`src/rtl/clpe_pkg.sv`:
```
// Package with shared types, constants and codes of the line position estimator.
package clpe_pkg;
    localparam int MAX_SENSORS = 16;
    localparam int CAL_ROUNDS  = 10;
    localparam int IDX_W       = $clog2(MAX_SENSORS);

    localparam logic [1:0] KIND_RESET = 2'd0;
    localparam logic [1:0] KIND_CAL   = 2'd1;
    localparam logic [1:0] KIND_LINE  = 2'd2;

    localparam logic [1:0] REG_TIMEOUT = 2'd0;
    localparam logic [1:0] REG_COUNT   = 2'd1;
    localparam logic [1:0] REG_WHITE   = 2'd2;

    localparam logic [9:0] FULL_SCALE  = 10'd1000;
    localparam logic [9:0] THRESH_KEEP = 10'd800;
    localparam logic [9:0] THRESH_SEEN = 10'd200;
    localparam logic [9:0] THRESH_SUM  = 10'd50;

    typedef struct packed {
        logic [1:0]  kind;
        logic [15:0] raw_time;
    } in_item_t;

    typedef struct packed {
        logic [3:0]  sensor_index;
        logic [9:0]  calibrated_value;
        logic        frame_done;
        logic [13:0] line_position;
        logic        line_seen;
        logic        is_calibrated;
    } out_item_t;
endpackage

```
`src/rtl/clpe_div.sv`:
```
// Shared restoring divider, one quotient bit per cycle, 28-bit dividend and 16-bit divisor.
module clpe_div (
    input  logic        clk,
    input  logic        rst_n,
    input  logic        start,
    input  logic [27:0] dividend,
    input  logic [15:0] divisor,
    output logic        done,
    output logic [27:0] quotient
);
    logic [27:0] quo_reg;
    logic [15:0] rem_reg;
    logic [15:0] dsr_reg;
    logic [4:0]  cnt_reg;
    logic        busy_reg;
    logic [16:0] trial;

    assign trial    = {rem_reg, quo_reg[27]};
    assign quotient = quo_reg;

    always_ff @(posedge clk or negedge rst_n)
    begin
        if (!rst_n)
        begin
            busy_reg <= 1'b0;
            done     <= 1'b0;
            cnt_reg  <= '0;
        end
        else
        begin
            done <= 1'b0;
            if (start)
            begin
                quo_reg  <= dividend;
                rem_reg  <= '0;
                dsr_reg  <= divisor;
                cnt_reg  <= 5'd27;
                busy_reg <= 1'b1;
            end
            else if (busy_reg)
            begin
                // The remainder stays below the divisor, so 16 bits hold it.
                if (trial >= {1'b0, dsr_reg})
                begin
                    rem_reg <= 16'(trial - {1'b0, dsr_reg});
                    quo_reg <= {quo_reg[26:0], 1'b1};
                end
                else
                begin
                    rem_reg <= trial[15:0];
                    quo_reg <= {quo_reg[26:0], 1'b0};
                end
                if (cnt_reg == 5'd0)
                begin
                    busy_reg <= 1'b0;
                    done     <= 1'b1;
                end
                cnt_reg <= cnt_reg - 5'd1;
            end
        end
    end
endmodule

```
`src/rtl/calibrated_line_position_estimator.sv`:
```
// Top level of the calibrated line position estimator.
// One item is taken at a time, and in_stall stays high until it is finished; after reset the
// block first clears the calibration. A calibration sample updates the sensor's extremes, and
// after the last calibration round these extremes are folded into the calibration one sensor
// a cycle, for as many sensors as the sensor count. A reset of the calibration walks every
// sensor entry. A line sample runs the scaling division on the shared 28-step divider, unless
// its value is zero without a division (no calibration yet, a zero span, or a time at or below
// the calibrated minimum). The last sensor of a frame runs the position division on the same
// divider when a line was seen. Results wait in an output register, and a result held by
// out_stall holds the next one, and with it the input, for as long.
module calibrated_line_position_estimator (
    input  logic                 clk,
    input  logic                 rst_n,
    input  logic                 in_valid,
    output logic                 in_stall,
    input  clpe_pkg::in_item_t   in_data,
    output logic                 out_valid,
    input  logic                 out_stall,
    output clpe_pkg::out_item_t  out_data,
    input  logic                 psel,
    input  logic                 penable,
    input  logic                 pwrite,
    input  logic [3:0]           paddr,
    input  logic [31:0]          pwdata,
    output logic [31:0]          prdata,
    output logic                 pready
);
    import clpe_pkg::*;

    typedef enum logic [3:0] {
        S_IDLE, S_CLR, S_CAL, S_COMMIT, S_LINE, S_SDIV, S_SWAIT, S_ACC, S_PDIV, S_PWAIT,
        S_OUT
    } state_t;

    state_t      state_reg;
    logic [15:0] timeout_reg;
    logic [4:0]  count_reg;
    logic        white_reg;
    logic [15:0] cal_min_reg [MAX_SENSORS];
    logic [15:0] cal_max_reg [MAX_SENSORS];
    logic [15:0] rmin_reg [MAX_SENSORS];
    logic [15:0] rmax_reg [MAX_SENSORS];
    logic [3:0]  round_reg;
    logic [IDX_W-1:0] cursor_reg;
    logic        calflag_reg;
    logic [13:0] lastpos_reg;
    logic [27:0] wtot_reg;
    logic [13:0] vtot_reg;
    logic        seen_reg;
    logic [IDX_W:0] walk_reg;
    logic [15:0] raw_reg;
    logic        last_reg;
    logic [9:0]  x_reg;
    out_item_t   res_reg;
    out_item_t   out_reg;
    logic        ovalid_reg;
    logic        ovalid_next;

    logic        div_start;
    logic        div_done;
    logic [27:0] div_q;
    logic [27:0] div_a;
    logic [15:0] div_b;

    logic [4:0]  ecount;
    logic [15:0] lo, den;
    logic [9:0]  v;
    logic [13:0] span;
    logic [IDX_W-1:0] walk_idx;

    assign ecount   = (count_reg == 5'd0) ? 5'd1 :
                      (count_reg > 5'(MAX_SENSORS)) ? 5'(MAX_SENSORS) : count_reg;
    assign lo       = cal_min_reg[cursor_reg];
    assign den      = cal_max_reg[cursor_reg] - lo;
    assign v        = white_reg ? FULL_SCALE - x_reg : x_reg;
    assign span     = 14'(({9'd0, ecount} - 14'd1) * 14'd1000);
    assign walk_idx = walk_reg[IDX_W-1:0];
    assign in_stall = (state_reg != S_IDLE);
    assign out_valid = ovalid_reg;
    assign out_data  = out_reg;
    assign pready    = 1'b1;

    always_comb
    begin
        unique case (paddr[3:2])
            REG_TIMEOUT: prdata = {16'd0, timeout_reg};
            REG_COUNT:   prdata = {27'd0, count_reg};
            REG_WHITE:   prdata = {31'd0, white_reg};
            default:     prdata = '0;
        endcase
    end

    always_comb
    begin
        ovalid_next = ovalid_reg && out_stall;
        if (state_reg == S_OUT && (!ovalid_reg || !out_stall))
            ovalid_next = 1'b1;
    end

    always_comb
    begin
        div_start = (state_reg == S_SDIV) || (state_reg == S_PDIV);
        if (state_reg == S_PDIV)
        begin
            div_a = wtot_reg;
            div_b = {2'd0, vtot_reg};
        end
        else
        begin
            div_a = 28'(({12'd0, raw_reg} - {12'd0, lo}) * 28'd1000);
            div_b = den;
        end
    end

    clpe_div u_div (
        .clk      (clk),
        .rst_n    (rst_n),
        .start    (div_start),
        .dividend (div_a),
        .divisor  (div_b),
        .done     (div_done),
        .quotient (div_q)
    );

    always_ff @(posedge clk or negedge rst_n)
    begin
        if (!rst_n)
        begin
            state_reg   <= S_CLR;
            timeout_reg <= 16'd2500;
            count_reg   <= 5'd12;
            white_reg   <= 1'b0;
            round_reg   <= '0;
            cursor_reg  <= '0;
            calflag_reg <= 1'b0;
            lastpos_reg <= '0;
            wtot_reg    <= '0;
            vtot_reg    <= '0;
            seen_reg    <= 1'b0;
            walk_reg    <= '0;
            ovalid_reg  <= 1'b0;
        end
        else
        begin
            if (psel && penable && pwrite)
            begin
                unique case (paddr[3:2])
                    REG_TIMEOUT: timeout_reg <= pwdata[15:0];
                    REG_COUNT:   count_reg   <= pwdata[4:0];
                    REG_WHITE:   white_reg   <= pwdata[0];
                    default:     ;
                endcase
            end
            ovalid_reg <= ovalid_next;

            unique case (state_reg)
                S_IDLE:
                begin
                    if (in_valid)
                    begin
                        raw_reg  <= (in_data.raw_time > timeout_reg) ? timeout_reg
                                                                     : in_data.raw_time;
                        last_reg <= ({1'b0, cursor_reg} + 5'd1 >= ecount);
                        walk_reg <= '0;
                        priority case (in_data.kind)
                            KIND_RESET: state_reg <= S_CLR;
                            KIND_CAL:   state_reg <= S_CAL;
                            KIND_LINE:  state_reg <= S_LINE;
                            default:    state_reg <= S_IDLE;
                        endcase
                    end
                end
                S_CLR:
                begin
                    // Walks every entry; also used right after reset.
                    cal_min_reg[walk_idx] <= timeout_reg;
                    cal_max_reg[walk_idx] <= '0;
                    walk_reg <= walk_reg + 1'b1;
                    if (walk_idx == IDX_W'(MAX_SENSORS - 1))
                    begin
                        round_reg  <= '0;
                        cursor_reg <= '0;
                        wtot_reg   <= '0;
                        vtot_reg   <= '0;
                        seen_reg   <= 1'b0;
                        state_reg  <= S_IDLE;
                    end
                end
                S_CAL:
                begin
                    if (round_reg == 4'd0 || raw_reg < rmin_reg[cursor_reg])
                        rmin_reg[cursor_reg] <= raw_reg;
                    if (round_reg == 4'd0 || raw_reg > rmax_reg[cursor_reg])
                        rmax_reg[cursor_reg] <= raw_reg;
                    if (last_reg)
                    begin
                        cursor_reg <= '0;
                        wtot_reg   <= '0;
                        vtot_reg   <= '0;
                        seen_reg   <= 1'b0;
                        if (round_reg + 4'd1 >= 4'(CAL_ROUNDS))
                        begin
                            round_reg <= '0;
                            state_reg <= S_COMMIT;
                        end
                        else
                        begin
                            round_reg <= round_reg + 4'd1;
                            state_reg <= S_IDLE;
                        end
                    end
                    else
                    begin
                        cursor_reg <= cursor_reg + 1'b1;
                        state_reg  <= S_IDLE;
                    end
                end
                S_COMMIT:
                begin
                    if (rmin_reg[walk_idx] > cal_max_reg[walk_idx])
                        cal_max_reg[walk_idx] <= rmin_reg[walk_idx];
                    if (rmax_reg[walk_idx] < cal_min_reg[walk_idx])
                        cal_min_reg[walk_idx] <= rmax_reg[walk_idx];
                    walk_reg <= walk_reg + 1'b1;
                    if (walk_reg + 1'b1 >= ecount)
                    begin
                        calflag_reg <= 1'b1;
                        state_reg   <= S_IDLE;
                    end
                end
                S_LINE:
                begin
                    if (!calflag_reg || den == 16'd0 || raw_reg <= lo)
                    begin
                        x_reg     <= '0;
                        state_reg <= S_ACC;
                    end
                    else
                        state_reg <= S_SDIV;
                end
                S_SDIV:
                    state_reg <= S_SWAIT;
                S_SWAIT:
                begin
                    if (div_done)
                    begin
                        if (div_q > 28'd1000)
                            x_reg <= FULL_SCALE;
                        else if (div_q < 28'(THRESH_KEEP))
                            x_reg <= '0;
                        else
                            x_reg <= div_q[9:0];
                        state_reg <= S_ACC;
                    end
                end
                S_ACC:
                begin
                    res_reg.sensor_index     <= 4'(cursor_reg);
                    res_reg.calibrated_value <= x_reg;
                    res_reg.frame_done       <= last_reg;
                    res_reg.line_position    <= '0;
                    res_reg.line_seen        <= 1'b0;
                    res_reg.is_calibrated    <= calflag_reg;
                    if (v > THRESH_SEEN)
                        seen_reg <= 1'b1;
                    if (v > THRESH_SUM)
                    begin
                        // The product v*1000 fits in 20 bits; it is then multiplied by the sensor index.
                        wtot_reg <= wtot_reg + 28'(({18'd0, v} * 28'd1000) * cursor_reg);
                        vtot_reg <= vtot_reg + {4'd0, v};
                    end
                    if (last_reg)
                        state_reg <= S_PDIV;
                    else
                    begin
                        cursor_reg <= cursor_reg + 1'b1;
                        state_reg  <= S_OUT;
                    end
                end
                S_PDIV:
                begin
                    res_reg.line_seen <= seen_reg;
                    if (seen_reg && vtot_reg != 14'd0)
                        state_reg <= S_PWAIT;
                    else
                    begin
                        res_reg.line_position <= (lastpos_reg < {1'b0, span[13:1]}) ? 14'd0
                                                                                     : span;
                        cursor_reg <= '0;
                        wtot_reg   <= '0;
                        vtot_reg   <= '0;
                        seen_reg   <= 1'b0;
                        state_reg  <= S_OUT;
                    end
                end
                S_PWAIT:
                begin
                    if (div_done)
                    begin
                        lastpos_reg           <= div_q[13:0];
                        res_reg.line_position <= div_q[13:0];
                        cursor_reg <= '0;
                        wtot_reg   <= '0;
                        vtot_reg   <= '0;
                        seen_reg   <= 1'b0;
                        state_reg  <= S_OUT;
                    end
                end
                S_OUT:
                begin
                    // The finished result moves out only once the previous transfer is gone.
                    if (!ovalid_reg || !out_stall)
                    begin
                        out_reg   <= res_reg;
                        state_reg <= S_IDLE;
                    end
                end
                default:
                    state_reg <= S_IDLE;
            endcase
        end
    end
endmodule
```
`config.mk`:
```
export PLATFORM = sky130hd
export DESIGN_NAME = calibrated_line_position_estimator
export DESIGN_NICKNAME = d
export VERILOG_FILES = /design/src/rtl/clpe_pkg.sv /design/src/rtl/clpe_div.sv /design/src/rtl/calibrated_line_position_estimator.sv
export SDC_FILE = /design/constraint.sdc
export NUM_CORES = 2
export LEC_CHECK = 0
export ABC_AREA = 1
export BUFFER_PORTS_ARGS = -buffer_cell sky130_fd_sc_hd__buf_2
export CORE_UTILIZATION = 40
export CTS_BUF_LIST = sky130_fd_sc_hd__clkbuf_8
export DETAILED_ROUTE_END_ITERATION = 8
export SLEW_MARGIN = 20
export SYNTH_ARGS = -nofsm -noshare
export SYNTH_HDL_FRONTEND = slang
export SYNTH_HIERARCHICAL = 1
export SYNTH_SLANG_ARGS = --single-unit
```
`constraint.sdc`:
```
create_clock -name clk -period 19.6 [get_ports clk]
set_clock_uncertainty 0.15 [all_clocks]
set_input_delay 3.92 -clock clk [delete_from_list [all_inputs] [get_ports clk]]
set_output_delay 3.92 -clock clk [all_outputs]
set_load 0.005 [all_outputs]
```
==> out/metrics.sh <==
FINALMAXSLEWVIOLATIONS=0
TIMING.FINAL.CRIT_PERIOD_NS=10.74
GRT.OVERFLOW.TOTAL=0
YOSYS_REGISTER_BITS=1273
ROWS=158
WORST-ENDPOINT-ARRIVAL_NS=11.45
WORSTHOLDPATHTYPE='reg2reg'
WIRE_PER_INST_MICRONS=22.2
GRT.BUSIEST_LAYER='met2'
ASYNCSETRESETFLOPFRACSYNTH=0.0786
REG2REG_SLACK_NS=8.86
VIAS_IN_THE_FIRST_GLOBAL_ROUTE=58200
NETLIST.AREA_LEADER.SHARE=0.470
ROUTED_VIA_DENSITY=5.65
ANTENNA_VIOLATIONS_BEFORE_REPAIR=9
CTS_REPAIR_RESIZE_COUNT=0
FIRST_PASS_ITERS=6
POSTROUTEWIRELENGTH_MICRONS=238000
SETUP-VIOLATIONS-FINAL=0
CTSHOLDBUFFERS=0
NFILLCELLS=17700
PLACE.GP.CONGESTION=0.968
CRIT_TYPE='reg2reg'
SYNTH-EDFF-COUNT=1173
LAYOUT_WORST_PATH_CYCLE_SHARE=0.548
DP.FINAL_HPWL_MICRONS=150000
NUMPLACEDINSTANCES=10300
INSERTION_DELAY_NS=1.00
SETUP-TNS-FINAL_NS=0
WORST-PATH-MAX-FANOUT=10
POST-ROUTE-WORST-SETUP-SLACK_NS=8.86
CRITICAL_PATH.MAX_STAGE_DELAY_NS=0.76
PLACEMENT.IO_BUFFERS=91
CAP_VIOLATIONS=0
SYNTH_COMMON_CELLS='sky130_fd_sc_hd__o21ai_0 (1,592), sky130_fd_sc_hd__edfxtp_1 (1,173), sky130_fd_sc_hd__nand2_1 (996), sky130_fd_sc_hd__inv_1 (828), sky130_fd_sc_hd__nor2_1 (789)'
START_UTIL=0.403
DRIVE_GT1_FRAC=0.0884
CLK_ROOT_BUF='sky130_fd_sc_hd__clkbuf_8'
SYN2LAYOUT_AREA_GROWTH_PCT=9.32
FINALHOLDWORSTSLACK_NS=0.264
MET2_TRACK_UTILIZATION_FROM_GLOBAL_ROUTING=0.396
SYNTH_AREA_LEADERS='sky130_fd_sc_hd__edfxtp_1 (47%), sky130_fd_sc_hd__o21ai_0 (11%), sky130_fd_sc_hd__ha_1 (5.6%)'
FINALNETCOUNT=8598
SYNTHESIS.AREA_SQ_MM=0.0749
GLOBALROUTEMET3UTIL=0.0430
GRT_START_MAX_NET_PINS=244
FINAL-HOLD-VIOLATION-COUNT=0
DRTITER0DRC=6498
SYNTH-SEQ-AREA-SHARE=0.504
POST_SYNTH_NUM_CELL_TYPES=70
PIN_COUNT=127
TRITONCTS='yes'
GROUTE.USAGE.OVERALL=0.247
RSZ_0062_RAISED_AFTER_GLOBAL_ROUTING='false'
CTS.HTREE.LEVELS=4
COREAREA_SQ_MM=0.186
DRC=0
POST-CTS-SETUP-BUFFER-COUNT=0
YOSYS_WARNINGS=6
MAX_CLOCK_FREQ_MHz=93.1
FLOORPLAN.DIE_AREA_SQ_MM=0.189
CLK_PIN_SLEW_NS=0.06
DR_TOTAL_VIAS=60600
CLOCK_PATH_BUFFERS=3
SYNTH_AREA_LEADER_CELL='sky130_fd_sc_hd__edfxtp_1'
CP_SLOWEST_CELL='sky130_fd_sc_hd__edfxtp_1'
TRANSITION_TIME_OF_THE_TIGHTEST_SLEW_CHECK_PIN_NS=1.14
TRITONCTS_SINK_COUNT=1273
ANTENNA_VIOLATING_NETS_POST_ROUTE=0
OUTCOME='finished, final reports clean'
CP-START-KIND='flop'
GRTUSAGEMET1=0.326
MOST_FREQUENT_CELL_ON_THE_CRITICAL_PATH='sky130_fd_sc_hd__nand2_1'
SYNTH_CELLS=8068
LAYOUT.CELLS.NON_FILLER=10700
NUMCTSBUFFERS=217
SLEW_HEADROOM=0.239
WORST-ENDPOINT-REQUIRED_NS=20.31
DIE_HEIGHT_MICRONS=435
DETAILEDPLACE.WORSTSLACK_NS=8.89
DIE_WD_MICRONS=435
SETUP.WORST_PATH.END_CLASS='flop'
FIRST_PASS_GRT_WIRE_LENGTH_MICRONS=352000
YOSYSMOSTFREQUENTCELL='sky130_fd_sc_hd__o21ai_0'
SYNTH-MAIN-FF-CELL='sky130_fd_sc_hd__edfxtp_1'
SYN_AVG_CELL_AREA_SQ_UM=9.28
-- per-layer routing --
metal	share of wire	vias up	wire, microns
li1	-	28100	-
met1	0.41	29400	98500
met2	0.46	2605	109000
met3	0.081	528	19300
met4	0.044	4	10500
met5	0.00014	-	34
-- metrics by stage --
stage | cell area [sq um] | utilization
global route | 81800 | 0.441
CTS | 81800 | 0.440
finish | 81800 | 0.441
global placement | 77700 | 0.419
detailed placement | 77700 | 0.419
floorplan | 74900 | -
-- path summary, 6_finish.rpt --
| kind | from | end | cells after the start |
|---|---|---|---|
| setup reg to reg | x_reg[0] | wtot_reg[27] | 42 |
| max in group asynchronous | rst_n | cursor_reg[1] | 3 |
| min in group asynchronous | rst_n | timeout_reg[5] | 1 |
| hold / removal | res_reg[23] | out_data[23] | 0 |
| setup / recovery | x_reg[0] | wtot_reg[27] | 42 |
| hold reg to reg | res_reg[23] | out_data[23] | 0 |
-- final cells by class --
type,count,area [sq um],area share
multi-input cells,5493,32100,0.392
repair buffers,238,1660,0.0202
inverters,846,3190,0.0390
clock buffers,220,3030,0.0370
well taps,2480,3100,0.0379
flip-flops and latches,1273,37800,0.461
diodes,2,5.00,0.0000612
clock inverters,173,986,0.0120
-- worst max-delay path, delay by kind of cell, from the launching register on --
family | cells | cell delay [ns]
AOI/OAI and AO/OA | 6 | 1.69
xor gates and xnor gates | 4 | 0.87
buffers and inverters | 7 | 0.69
and+or+nand+nor | 15 | 1.98
adders and majority gates | 10 | 4.51
DFF | 1 | 0.76
-- layout by cell type (no fill, tap or decap), drive strengths merged, types with 6 or more instances in the layout --
| cell type | count |
|---|---|
| a211oi | 9 |
| a21boi | 6 |
| a21o | 13 |
| a21oi | 730 |
| a221oi | 76 |
| a22o | 105 |
| a31oi | 22 |
| buf | 238 |
| bufinv | 6 |
| clkbuf | 220 |
| clkinv | 97 |
| conb | 20 |
| dfrtp | 92 |
| dfstp | 8 |
| edfxtp | 1173 |
| fa | 134 |
| ha | 334 |
| inv | 912 |
| nand2 | 1024 |
| nand3 | 159 |
| nand3b | 20 |
| nand4 | 61 |
| nor2 | 801 |
| nor3 | 32 |
| nor4 | 11 |
| o211ai | 14 |
| o21a | 12 |
| o21ai | 1686 |
| o21bai | 23 |
| o22ai | 38 |
| or2 | 18 |
| xnor2 | 43 |
| xor2 | 76 |
-- cells by family after synthesis --
family	synth area share
other cells	0.000100
flops	0.504
simple gates	0.117
compound gates	0.201
xor+xnor	0.0140
fa+ha+maj	0.0917
mux	0.000134
buf+inv	0.0716
Power is not shown: default switching activity piles up to over one toggle a cycle in this logic, so the estimate is an artifact.
